<file path="src/rtl/spherical_texture_coord_assert.svh">
// Assertion macros for the spherical texture coordinate block.
// Included by the top module, which checks its own pipeline; expects clk and rst_n in scope.
`ifndef SPHERICAL_TEXTURE_COORD_ASSERT_SVH
`define SPHERICAL_TEXTURE_COORD_ASSERT_SVH
`ifndef SYNTHESIS
`define STC_ASSERT_IMPLY(label, ante, cons, msg) \
  label: assert property (@(posedge clk) disable iff (!rst_n) (ante) |-> (cons)) else $error(msg);
`define STC_ASSERT_NEXT(label, ante, cons, msg) \
  label: assert property (@(posedge clk) disable iff (!rst_n) (ante) |=> (cons)) else $error(msg);
`else
`define STC_ASSERT_IMPLY(label, ante, cons, msg)
`define STC_ASSERT_NEXT(label, ante, cons, msg)
`endif
`endif

</file>
<file path="src/rtl/stc_pkg.sv">
// Shared types, constants and a helper function for the spherical texture coordinate block.
// No dependencies; imported by every module of the block.
package stc_pkg;

  localparam int COORD_WIDTH  = 32;
  localparam int CORDIC_STEPS = 16;
  localparam int GUARD_BITS   = 8;

  // exact difference, then guard bits, then headroom for CORDIC gain
  localparam int DIFF_W = COORD_WIDTH + 1;
  localparam int DP_W   = DIFF_W + GUARD_BITS + 3;
  // angle in 2^-32 turn, with room past a half turn
  localparam int ANG_W  = 35;

  // magnitude split for the gain correction product
  localparam int MAG_W = (DP_W - 1 > 32) ? DP_W - 1 : 33;
  localparam int HI_W  = MAG_W - 32;
  localparam int SUM_W = HI_W + 33;

  localparam int ATAN_IDX_W = 5;
  localparam int CFG_IDX_W  = 2;
  localparam int TEX_W      = 16;

  localparam logic [31:0] INV_GAIN = 32'h9B74EDA8;

  localparam logic signed [ANG_W-1:0] TURN_QUARTER = ANG_W'(64'd1 << 30);
  localparam logic signed [ANG_W:0]   TURN_HALF    = (ANG_W + 1)'(64'd1 << 31);

  localparam logic [31:0] ATAN_TURNS [32] = '{
    32'h20000000, 32'h12E4051E, 32'h09FB385B, 32'h051111D4, 32'h028B0D43, 32'h0145D7E1,
    32'h00A2F61E, 32'h00517C55, 32'h0028BE53, 32'h00145F2F, 32'h000A2F98, 32'h000517CC,
    32'h00028BE6, 32'h000145F3, 32'h0000A2FA, 32'h0000517D, 32'h000028BE, 32'h0000145F,
    32'h00000A30, 32'h00000518, 32'h0000028C, 32'h00000146, 32'h000000A3, 32'h00000051,
    32'h00000029, 32'h00000014, 32'h0000000A, 32'h00000005, 32'h00000003, 32'h00000001,
    32'h00000001, 32'h00000000
  };

  typedef enum logic [CFG_IDX_W-1:0] {
    REG_ORIGIN_X = 2'd0,
    REG_ORIGIN_Y = 2'd1,
    REG_ORIGIN_Z = 2'd2
  } stc_reg_t;

  typedef logic signed [COORD_WIDTH-1:0] coord_t;

  typedef struct packed {
    coord_t vertex_x;
    coord_t vertex_y;
    coord_t vertex_z;
  } stc_in_t;

  typedef struct packed {
    logic [TEX_W-1:0] tex_u;
    logic [TEX_W-1:0] tex_v;
  } stc_out_t;

  // one vector in flight through a CORDIC row; side rides along untouched
  typedef struct packed {
    logic                    zero;
    logic signed [DP_W-1:0]  x;
    logic signed [DP_W-1:0]  y;
    logic signed [ANG_W-1:0] ang;
    logic signed [DP_W-1:0]  side;
  } stc_vec_t;

  // round a Q0.32 fraction to Q0.16, clamp below zero, saturate at one
  function automatic logic [TEX_W-1:0] to_q16(input logic signed [ANG_W:0] a);
    logic [ANG_W:0] r;
    r = (ANG_W + 1)'(0);
    if (a < 0) begin
      return '0;
    end
    r = (unsigned'(a) + (ANG_W + 1)'(32'h8000)) >> 16;
    if (r > (ANG_W + 1)'(32'hFFFF)) begin
      return '1;
    end
    return r[TEX_W-1:0];
  endfunction

endpackage

</file>
<file path="src/rtl/stc_prerot.sv">
// Quadrant fold ahead of a CORDIC row: turns a vector with negative x by a quarter turn.
// Depends on stc_pkg.
module stc_prerot (
  input  logic signed [stc_pkg::DP_W-1:0] x,
  input  logic signed [stc_pkg::DP_W-1:0] y,
  input  logic signed [stc_pkg::DP_W-1:0] side,
  output stc_pkg::stc_vec_t               vec
);
  import stc_pkg::*;

  always_comb begin
    vec      = '0;
    vec.zero = (x == '0) && (y == '0);
    vec.side = side;
    if (x < 0) begin
      if (y >= 0) begin
        vec.x   = y;
        vec.y   = -x;
        vec.ang = TURN_QUARTER;
      end else begin
        vec.x   = -y;
        vec.y   = x;
        vec.ang = -TURN_QUARTER;
      end
    end else begin
      vec.x   = x;
      vec.y   = y;
      vec.ang = '0;
    end
  end

endmodule

</file>
<file path="config.mk">
export PLATFORM = sky130hd
export DESIGN_NAME = stc_prerot
export DESIGN_NICKNAME = d
export VERILOG_FILES = /design/src/rtl/spherical_texture_coord_assert.svh /design/src/rtl/stc_pkg.sv /design/src/rtl/stc_prerot.sv
export SDC_FILE = /design/constraint.sdc
export NUM_CORES = 1
export LEC_CHECK = 0
export BUFFER_PORTS_ARGS = -buffer_cell sky130_fd_sc_hd__clkbuf_2
export CAP_MARGIN = 10
export CORE_AREA = 2 2 115 117
export DETAILED_ROUTE_END_ITERATION = 8
export DIE_AREA = 0 0 117 119
export PLACE_DENSITY = 0.67
export SLEW_MARGIN = 15
export SYNTH_ARGS = -nofsm -noshare
export SYNTH_HDL_FRONTEND = slang
export SYNTH_SLANG_ARGS = --single-unit
</file>
<file path="constraint.sdc">
create_clock -name vclk -period 2.65
set_input_delay 0.53 -clock vclk [all_inputs]
set_output_delay 0.53 -clock vclk [all_outputs]
set_load 0.1 [all_outputs]
</file>
==> results.json, run 1 <==
{
  "p_int_mw": 1.02,
  "design.seq.count": 0,
  "grt.busiest_layer": "met2",
  "p_seq_share_pct": 0,
  "synth_common_cells": "nor2_1 (111), a21oi_1 (87), buf_4 (79)",
  "status": "finished, violations left",
  "utilization_pct": 77.4,
  "crit_start": "y[23]",
  "setup_viol": 70,
  "finalHoldViolCount": 0,
  "synth_area_sq_um": 3730,
  "sw_frac_of_total_pct": 65.3,
  "synthTopCellsByArea": "buf_4 (16%), a21oi_1 (12%), nor2_1 (11%), xnor2_1 (9.9%), xor2_1 (7.3%)",
  "yosysTopAreaCell": "buf_4",
  "antenna_found_initial": 0,
  "seqCellArea_sq_um": 0,
  "p_leak_nw": 4.16,
  "critPathArrivalTime_ps": 2570,
  "areaGrowthSynthToFinish_pct": 167,
  "worst_setup_path_end_kind": "output port",
  "final_layout_size_suffix_gt1_share_pct": 69.8,
  "grt_overflow_total": 0,
  "critPathLaunchType": "primary input",
  "drv_cap": 0,
  "grt_setup_unrepaired": "true",
  "ys_warn_count": 0,
  "drc": 0,
  "fin_tns_setup_ps": -23220,
  "yosysTopAreaCellShare_pct": 15.9,
  "hp-class": "in2out",
  "grt.total_usage_pct": 26.2,
  "setup_ws_ps": -454,
  "p_clk_share_pct": 0,
  "die_h_um": 119,
  "synth-seq-area-share_pct": 0,
  "port_buffers": 182,
  "dieArea_sq_um": 13900,
  "nClkBuffers": 0,
  "power_switching_mw": 1.92,
  "required_ps": 2120,
  "ant_nets": 0,
  "use_met1_pct": 31.9,
  "grt_use_met3_pct": 2.54,
  "routed_wl_um": 21000,
  "vias": 5913,
  "vdd_drop_max_uv": 251,
  "finalWorstPathRequiredPeriod_ps": 3100,
  "nets": 1030,
  "drt-wirelength-per-cell_um": 19.6,
  "yosysMostFrequentCell": "nor2_1",
  "report.final.slew_viol_count": 0,
  "die-width_um": 117,
  "antenna-diode-count": 0,
  "min_period_over_period_pct": 117,
  "drt_pass1_iterations": 5,
  "powerDensity_nw_per_um2": 295,
  "relSlewSlack_pct": 60.3,
  "grt_pass1_vias": 5773,
  "fmax_mhz": 322,
  "rows": 42,
  "grt_start_max_net_pins": 79,
  "core_area_sq_um": 12900,
  "syn_area_per_cell_sq_um": 6.12,
  "combPwrFrac_pct": 100.0,
  "viasPerCell": 5.53,
  "synthCells": 610,
  "crit_path_end": "vec[151]",
  "worstMarginPinSlew_ps": 595,
  "worstSetupPathType": "in2out",
  "start_util_pct": 29.0,
  "grtUsageMet2_pct": 47.6,
  "grt_pass1_wl_um": 29700,
  "violations": "negative setup slack",
  "ys_types": 49,
  "io_pins": 300,
  "gp_congestion": 0.885,
  "hpwl_um": 14200,
  "drt_iter0_drc": 402,
  "path_max_fanout": 7
}
==> metal layers <==
layer / share of wire (%) / wire length, um
met1: 37 / 7730
met2: 53 / 11100
met3: 5.7 / 1180
met4: 4.6 / 961
met5: 0 / 0
==> timing repair <==
item                       in CTS  in global routing
setup endpoints to repair      71                 73
pin swaps                      91                109
cloned                          2                  1
gates resized for setup       111                100
setup buffers                  20                 29
hold buffers                    0                  0
==> metrics by stage <==
stage / worst slack (ps) / power (mW) / hold slack, ps / std cells / instance area (sq um)
4_1_cts: -417 / 2.84 / 1060 / 1048 / 9210
3_3_place_gp: -418 / 2.74 / 1060 / 1026 / 8320
5_1_grt: -542 / 3.02 / 1060 / 1070 / 9970
3_5_place_dp: -458 / 2.76 / 1060 / 1026 / 8320
6_report: -454 / 2.94 / 1060 / 1070 / 9970
2_1_floorplan: -524 / 2.15 / 1270 / 639 / 5410
==> layout by cell type (no fill, tap or decap), drive strengths merged, types with 2 or more instances in the layout <==
master / synthesis / layout
xnor2: 42 / 42
nor4: 20 / 20
a211o: 2 / 2
nand4: 9 / 9
a311o: 2 / 2
and2: 3 / 3
a22oi: 3 / 3
conb: 1 / 30
clkinvlp: 0 / 2
o311ai: 3 / 3
nand2: 18 / 18
or3: 14 / 14
and4: 2 / 2
o21ai: 9 / 9
xor2: 31 / 31
a31oi: 15 / 15
clkbuf: 32 / 79
nor2: 111 / 111
a21oi: 87 / 87
o31ai: 10 / 10
a41oi: 12 / 12
o41ai: 15 / 15
nor3: 16 / 16
nand3: 11 / 11
mux2i: 3 / 3
buf: 87 / 296
inv: 15 / 13
ha: 2 / 2
or2: 7 / 7
or4: 17 / 17
==> logic make-up after synthesis <==
group | count (synthesis) | share of synthesized area [%]
muxes | 3 | 0.805
xor gates and xnor gates | 73 | 17.1
other | 1 | 0.100
and+or+nand+nor | 233 | 32.0
AOI/OAI and AO/OA | 163 | 27.1
adders and majority gates | 2 | 0.670
buffers and inverters | 135 | 22.2
==> power groups by stage <==
stage | Clock [mW] | Sequential, mW | Combinational, mW
floorplan | 0 | 0 | 2.15
finish | 0 | 0 | 2.94
global route | 0 | 0 | 3.02
detailed placement | 0 | 0 | 2.76
CTS | 0 | 0 | 2.84
global placement | 0 | 0 | 2.74
==> final cells by class <==
type / instances / area, sq um
multi-input combinational: 504 / 5450
timing repair buffer: 375 / 4210
fill: 771 / 2910
tap: 176 / 220
inverter: 15 / 83.8
==> worst max-delay path, cell delays in order <==
cell,delay (ps)
buf_6,90
or4_4,590
or2_4,270
buf_12,140
o41ai_4,380
xor2_1,270
a21oi_4,100
buf_12,180
==> worst min path at each step <==
stage              from       to  slack [ps]  cells after the start
5_1_grt        side[29]  vec[29]        1060                      0
3_5_place_dp   side[20]  vec[20]        1060                      0
2_1_floorplan   side[0]   vec[0]        1270                      1
3_3_place_gp   side[20]  vec[20]        1060                      0
4_1_cts        side[20]  vec[20]        1060                      0
6_report       side[34]  vec[34]        1060                      0
Power figures use the tool's default switching activity.
==> run 2: changes to the inputs <==
--- a/config.mk
+++ b/config.mk
@@ -5,12 +5,14 @@
 export SDC_FILE = /design/constraint.sdc
 export NUM_CORES = 1
 export LEC_CHECK = 0
+export ABC_AREA = 1
 export BUFFER_PORTS_ARGS = -buffer_cell sky130_fd_sc_hd__clkbuf_2
 export CAP_MARGIN = 10
-export CORE_AREA = 2 2 115 117
+export CELL_PAD_IN_SITES_DETAIL_PLACEMENT = 2
+export CELL_PAD_IN_SITES_GLOBAL_PLACEMENT = 2
+export CORE_UTILIZATION = 16
 export DETAILED_ROUTE_END_ITERATION = 8
-export DIE_AREA = 0 0 117 119
-export PLACE_DENSITY = 0.67
+export PLACE_DENSITY = 0.79
 export SLEW_MARGIN = 15
 export SYNTH_ARGS = -nofsm -noshare
 export SYNTH_HDL_FRONTEND = slang
==> run 2 against run 1 <==
  * The run now ends clean
  * Critical path depth is 2 higher
  * Count of clock-buffer cells in the layout is the same
  * Fmax rose by 18%
  * Hold slack about the same
  * Non-clock buffer count shrank 136
  * Power is 11% lower
  * Core utilization is 49 points lower
  * Cell count grew 33%
  * First-iteration DRC count down 19%
  * Routed wire length is 45% higher
  * Via count rose by 16%
  * Flip-flop and latch count did not move
==> results.json, run 2 <==
{
  "p_leak_nw": 3.62,
  "setup_viol": 0,
  "grt_overflow_total": 0,
  "status": "completed",
  "synthCells": 925,
  "grt.total_usage_pct": 20.4,
  "die_h_um": 168,
  "port_buffers": 182,
  "syn_area_per_cell_sq_um": 4.76,
  "areaGrowthSynthToFinish_pct": 74.4,
  "fill_cells": 3227,
  "yosysMostFrequentCell": "nand2_1",
  "ys_warn_count": 0,
  "whs_ps": 1060,
  "layout_common_cells": "nand2_1 (296), nand3_1 (110), buf_12 (98)",
  "ant_nets": 0,
  "seqCellArea_sq_um": 0,
  "critPathMaxStageDelay_ps": 230,
  "multi_input_area_sq_um": 4120,
  "gp_congestion": 0.888,
  "path_max_fanout": 7,
  "antenna_found_initial": 2,
  "final_common_cell": "nand2_1",
  "grt_start_max_net_pins": 43,
  "setup_ws_ps": 27.4,
  "synth-seq-area-share_pct": 0,
  "synth_common_cells": "nand2_1 (323), nor2_1 (133), nand3_1 (116)",
  "yosysTopAreaCell": "nand2_1",
  "fin_tns_setup_ps": 0,
  "synth_area_sq_um": 4400,
  "viasPerCell": 4.79,
  "ys_types": 34,
  "fmax_mhz": 381,
  "p_total_mw": 2.61,
  "grt_pass1_vias": 7450,
  "utilization_pct": 28.5,
  "io_pins": 300,
  "nClkBuffers": 0,
  "routed_wl_um": 30400,
  "start_util_pct": 16.3,
  "rows": 60,
  "drt_pass1_iterations": 5,
  "grt_pass1_wl_um": 44400,
  "min_period_over_period_pct": 99.0,
  "die-width_um": 168,
  "vias": 6831,
  "yosysTopAreaCellShare_pct": 27.5,
  "nets": 1218,
  "vdd_drop_max_uv": 141,
  "worst_setup_path_end_kind": "output port",
  "worstMarginPinSlew_ps": 552,
  "core_area_sq_um": 27000,
  "drt_iter0_drc": 325,
  "required_ps": 2120,
  "crit_top_cell": "nand2_1",
  "synthTopCellsByArea": "nand2_1 (28%), buf_4 (13%), nand3_1 (13%), nor2_1 (11%), inv_1 (7.2%)",
  "drc": 0,
  "crit_chain": "clkbuf_2, nor2_4, nand2_1, nor2_1, nand2_2, o21bai_4, nand2_1, nand3_1, nand2_1, buf_12",
  "powerDensity_nw_per_um2": 340,
  "dieArea_sq_um": 28200,
  "grt_setup_unrepaired": "true",
  "critPathLaunchType": "primary input",
  "hp-class": "in2out",
  "worstSetupPathType": "in2out",
  "final_layout_size_suffix_gt1_share_pct": 37.1,
  "hpwl_um": 25700,
  "report.final.slew_viol_count": 0,
  "drt-wirelength-per-cell_um": 21.4,
  "pre_cts_slack_ps": -290,
  "finalHoldViolCount": 0,
  "design.seq.count": 0,
  "relSlewSlack_pct": 63.4,
  "critPathArrivalTime_ps": 2090,
  "finalWorstPathRequiredPeriod_ps": 2620,
  "cp_slowest_cell": "o21bai_4",
  "drv_cap": 0
}
-- run 2: cell count changes after synthesis, moves of 22 or more --
cell	delta
inv_1	+70
nor2_1	+22
a21oi_1	-76
nand2_1	+305
nand3_1	+105
xnor2_1	-34
o21ai_0	+39
-- run 2: logic make-up after synthesis --
group | count (synthesis) | share of synthesized area (%)
other | 1 | 0.0852
AOI/OAI and AO/OA | 81 | 10.7
xor gates and xnor gates | 27 | 5.37
and+or+nand+nor | 616 | 59.3
buffers and inverters | 198 | 24.0
adders and majority gates | 2 | 0.568
-- run 2: worst max-delay path: cells and delay by family --
family,cells,cell delay [ps]
AO/OA/AOI/OAI,1,230
AND/OR/NAND/NOR,7,950
buffers and inverters,2,380
-- run 2: metal layers --
metal | track usage [%] | part of all wire [%] | routed length [um] | vias up
li1 | - | - | - | 3144
met1 | 24.9 | 42 | 12600 | 3358
met2 | 35.7 | 49 | 14800 | 237
met3 | 1.95 | 4.4 | 1350 | 92
met4 | 9.73 | 5.5 | 1670 | 0
met5 | 0 | 0 | 0 | -
-- run 2: through the flow --
step           instance area, sq um  std cells
3_5_place_dp                   7360       1420
3_3_place_gp                   7360       1420
5_1_grt                        7680       1425
4_1_cts                        7450       1421
6_report                       7680       1425
2_1_floorplan                  4890        954
-- run 2: path summary, 6_finish.rpt --
check | endpoint | from | slack [ps] | depth (start not counted)
max | vec[146] | y[10] | 30 | 10
min | vec[11] | side[11] | 1060 | 0
-- run 2: cell type report --
cell class | instances | share of cell area, %
multi-input cells | 756 | 53.6
repair buffers | 239 | 36.5
well taps | 341 | 5.56
inverters | 87 | 4.30
diodes | 2 | 0.0652
-- run 2: timing repair --
| action | in CTS | in global routing |
|---|---|---|
| gates resized for setup | 24 | 64 |
| pin swaps | 4 | 15 |
| hold buffers | 0 | 0 |
| setup buffers | 1 | 2 |
| endpoints found under the setup margin | 33 | 43 |
-- run 2: power breakdown --
group            total, mW  leakage (nW)  switching (mW)  internal, mW
Clock          0.000000101     0.0000127               0   0.000000101
Combinational         2.61          3.62            1.85         0.763
Sequential               0             0               0             0
Total                 2.61          3.62            1.85         0.763
==> run 3: changes to the inputs <==
--- a/config.mk
+++ b/config.mk
@@ -10,9 +10,9 @@
 export CAP_MARGIN = 10
 export CELL_PAD_IN_SITES_DETAIL_PLACEMENT = 2
 export CELL_PAD_IN_SITES_GLOBAL_PLACEMENT = 2
-export CORE_UTILIZATION = 16
+export CORE_UTILIZATION = 18
 export DETAILED_ROUTE_END_ITERATION = 8
-export PLACE_DENSITY = 0.79
+export PLACE_DENSITY = 0.84
 export SLEW_MARGIN = 15
 export SYNTH_ARGS = -nofsm -noshare
 export SYNTH_HDL_FRONTEND = slang
==> constraint.sdc (replaced) <==
create_clock -name vclk -period 2.9
set_input_delay 0.58 -clock vclk [all_inputs]
set_output_delay 0.58 -clock vclk [all_outputs]
set_load 0.1 [all_outputs]
==> run 3 against run 2 <==
  * Worst setup slack improved by 27 ps
  * Design area down 8.8%
  * Global-route usage grew 2.7 points
  * Non-clock buffer count decreased by 29
==> results.json, run 3 (same netlist as run 2, synthesis figures left out) <==
{
  "required_ps": 2320,
  "crit_chain": "clkbuf_2, nor2_1, nand2_1, nor2_1, nand3_1, nand2_1, buf_4, nand2_1, nand2_1, nand3_1, nand2_2, buf_12",
  "finalWorstPathRequiredPeriod_ps": 2850,
  "critPathArrivalTime_ps": 2270,
  "final_layout_size_suffix_gt1_share_pct": 29.3,
  "drv_cap": 0,
  "path_max_fanout": 4,
  "nets": 1189,
  "rows": 56,
  "layout_common_cells": "nand2_1 (315), nor2_1 (117), nand3_1 (113)",
  "antenna_found_initial": 1,
  "drt-wirelength-per-cell_um": 21.4,
  "areaGrowthSynthToFinish_pct": 59.2,
  "path_buf_inv": 3,
  "worst_setup_path_end_kind": "output port",
  "powerDensity_nw_per_um2": 327,
  "grt_pass1_vias": 7285,
  "fin_cells": 1373,
  "cts_hold_buf": 0,
  "fill_cells": 2932,
  "design.seq.count": 0,
  "gp_congestion": 0.923,
  "hpwl_um": 25800,
  "critPathLaunchType": "primary input",
  "vias": 6562,
  "final_common_cell": "nand2_1",
  "status": "completed",
  "io_pins": 300,
  "min_period_over_period_pct": 98.1,
  "vdd_drop_max_uv": 125,
  "setup_viol": 0,
  "grt.total_usage_pct": 23.0,
  "grt_start_max_net_pins": 58,
  "routed_wl_um": 29400,
  "utilization_pct": 29.5,
  "critPathTopFamily": "simple AND/OR/NAND/NOR gates",
  "grt_pass1_wl_um": 43700,
  "hp-class": "in2out",
  "whs_ps": 1160,
  "die-width_um": 158,
  "ant_nets": 0,
  "place_area_sq_um": 6850,
  "finalHoldViolCount": 0,
  "p_leak_nw": 3.42,
  "multi_input_area_sq_um": 3760,
  "drt_pass1_iterations": 4,
  "worstSetupPathType": "in2out",
  "relSlewSlack_pct": 60.9,
  "port_buffers": 182,
  "die_h_um": 158,
  "fmax_mhz": 351,
  "cp_slowest_cell": "nor2_1",
  "drt_iter0_drc": 317,
  "drc": 0,
  "worstMarginPinSlew_ps": 581,
  "seqCellArea_sq_um": 0,
  "grt_overflow_total": 0,
  "postLayoutCellArea_sq_um": 7010,
  "core_area_sq_um": 23800,
  "report.final.slew_viol_count": 0,
  "critPathMaxStageDelay_ps": 210,
  "dpl.cell_count": 1368,
  "start_util_pct": 18.5,
  "viasPerCell": 4.78,
  "fin_tns_setup_ps": 0,
  "crit_top_cell": "nand2_1",
  "dieArea_sq_um": 25100,
  "nClkBuffers": 0
}
-- run 3: cell count changes in the layout (fill, tap and decap cells not counted), moves of 3 or more --
cell	before	now
a31oi_2	0	3
a31oi_4	7	2
buf_12	98	93
buf_4	50	26
nand2_1	296	315
nand2_2	36	17
nand3_1	110	113
nor2_1	89	117
nor2_2	38	19
nor2_4	18	9
o21ai_0	13	18
o21ai_4	7	1
-- run 3: per-layer routing --
| metal | up-vias | part of all wire [%] | global-route usage, % |
|---|---|---|---|
| met4 | 0 | 4.3 | 8.97 |
| li1 | 3071 | - | - |
| met3 | 66 | 3.6 | 2.10 |
| met1 | 3239 | 43 | 28.4 |
| met5 | - | 0 | 0 |
| met2 | 186 | 49 | 40.9 |
-- run 3: final timing paths --
| path | from | endpoint | slack (ps) | cells after the start |
|---|---|---|---|---|
| worst max-delay path | y[11] | vec[156] | 50 | 12 |
| worst min-delay path | side[17] | vec[17] | 1160 | 0 |
-- run 3: power by group --
part	leakage (nW)	internal, mW	switching [mW]
sequential	0	0	0
combinational	3.42	0.644	1.64
clock	0.00000634	0.0000000461	0
total	3.42	0.644	1.64
-- run 3: area by class of cell --
| class | count | area share, % |
|---|---|---|
| diodes | 1 | 0.0357 |
| repair buffers | 210 | 35.9 |
| multi-input cells | 756 | 53.7 |
| inverters | 87 | 4.68 |
| well taps | 319 | 5.70 |
-- run 3: per-stage QoR --
stage	total power [mW]	worst slack [ps]
2_1_floorplan	1.73	-719
3_3_place_gp	2.20	40.9
4_1_cts	2.27	1.75
3_5_place_dp	2.26	-104
6_report	2.29	54.4
5_1_grt	2.36	-25.8
-- run 3: timing repair --
action / CTS / global route
setup endpoints to repair: 10 / 34
resized for setup: 8 / 32
pin swaps: 3 / 6
endpoints found under the hold margin: 0 / 0
setup buffers: 2 / 2
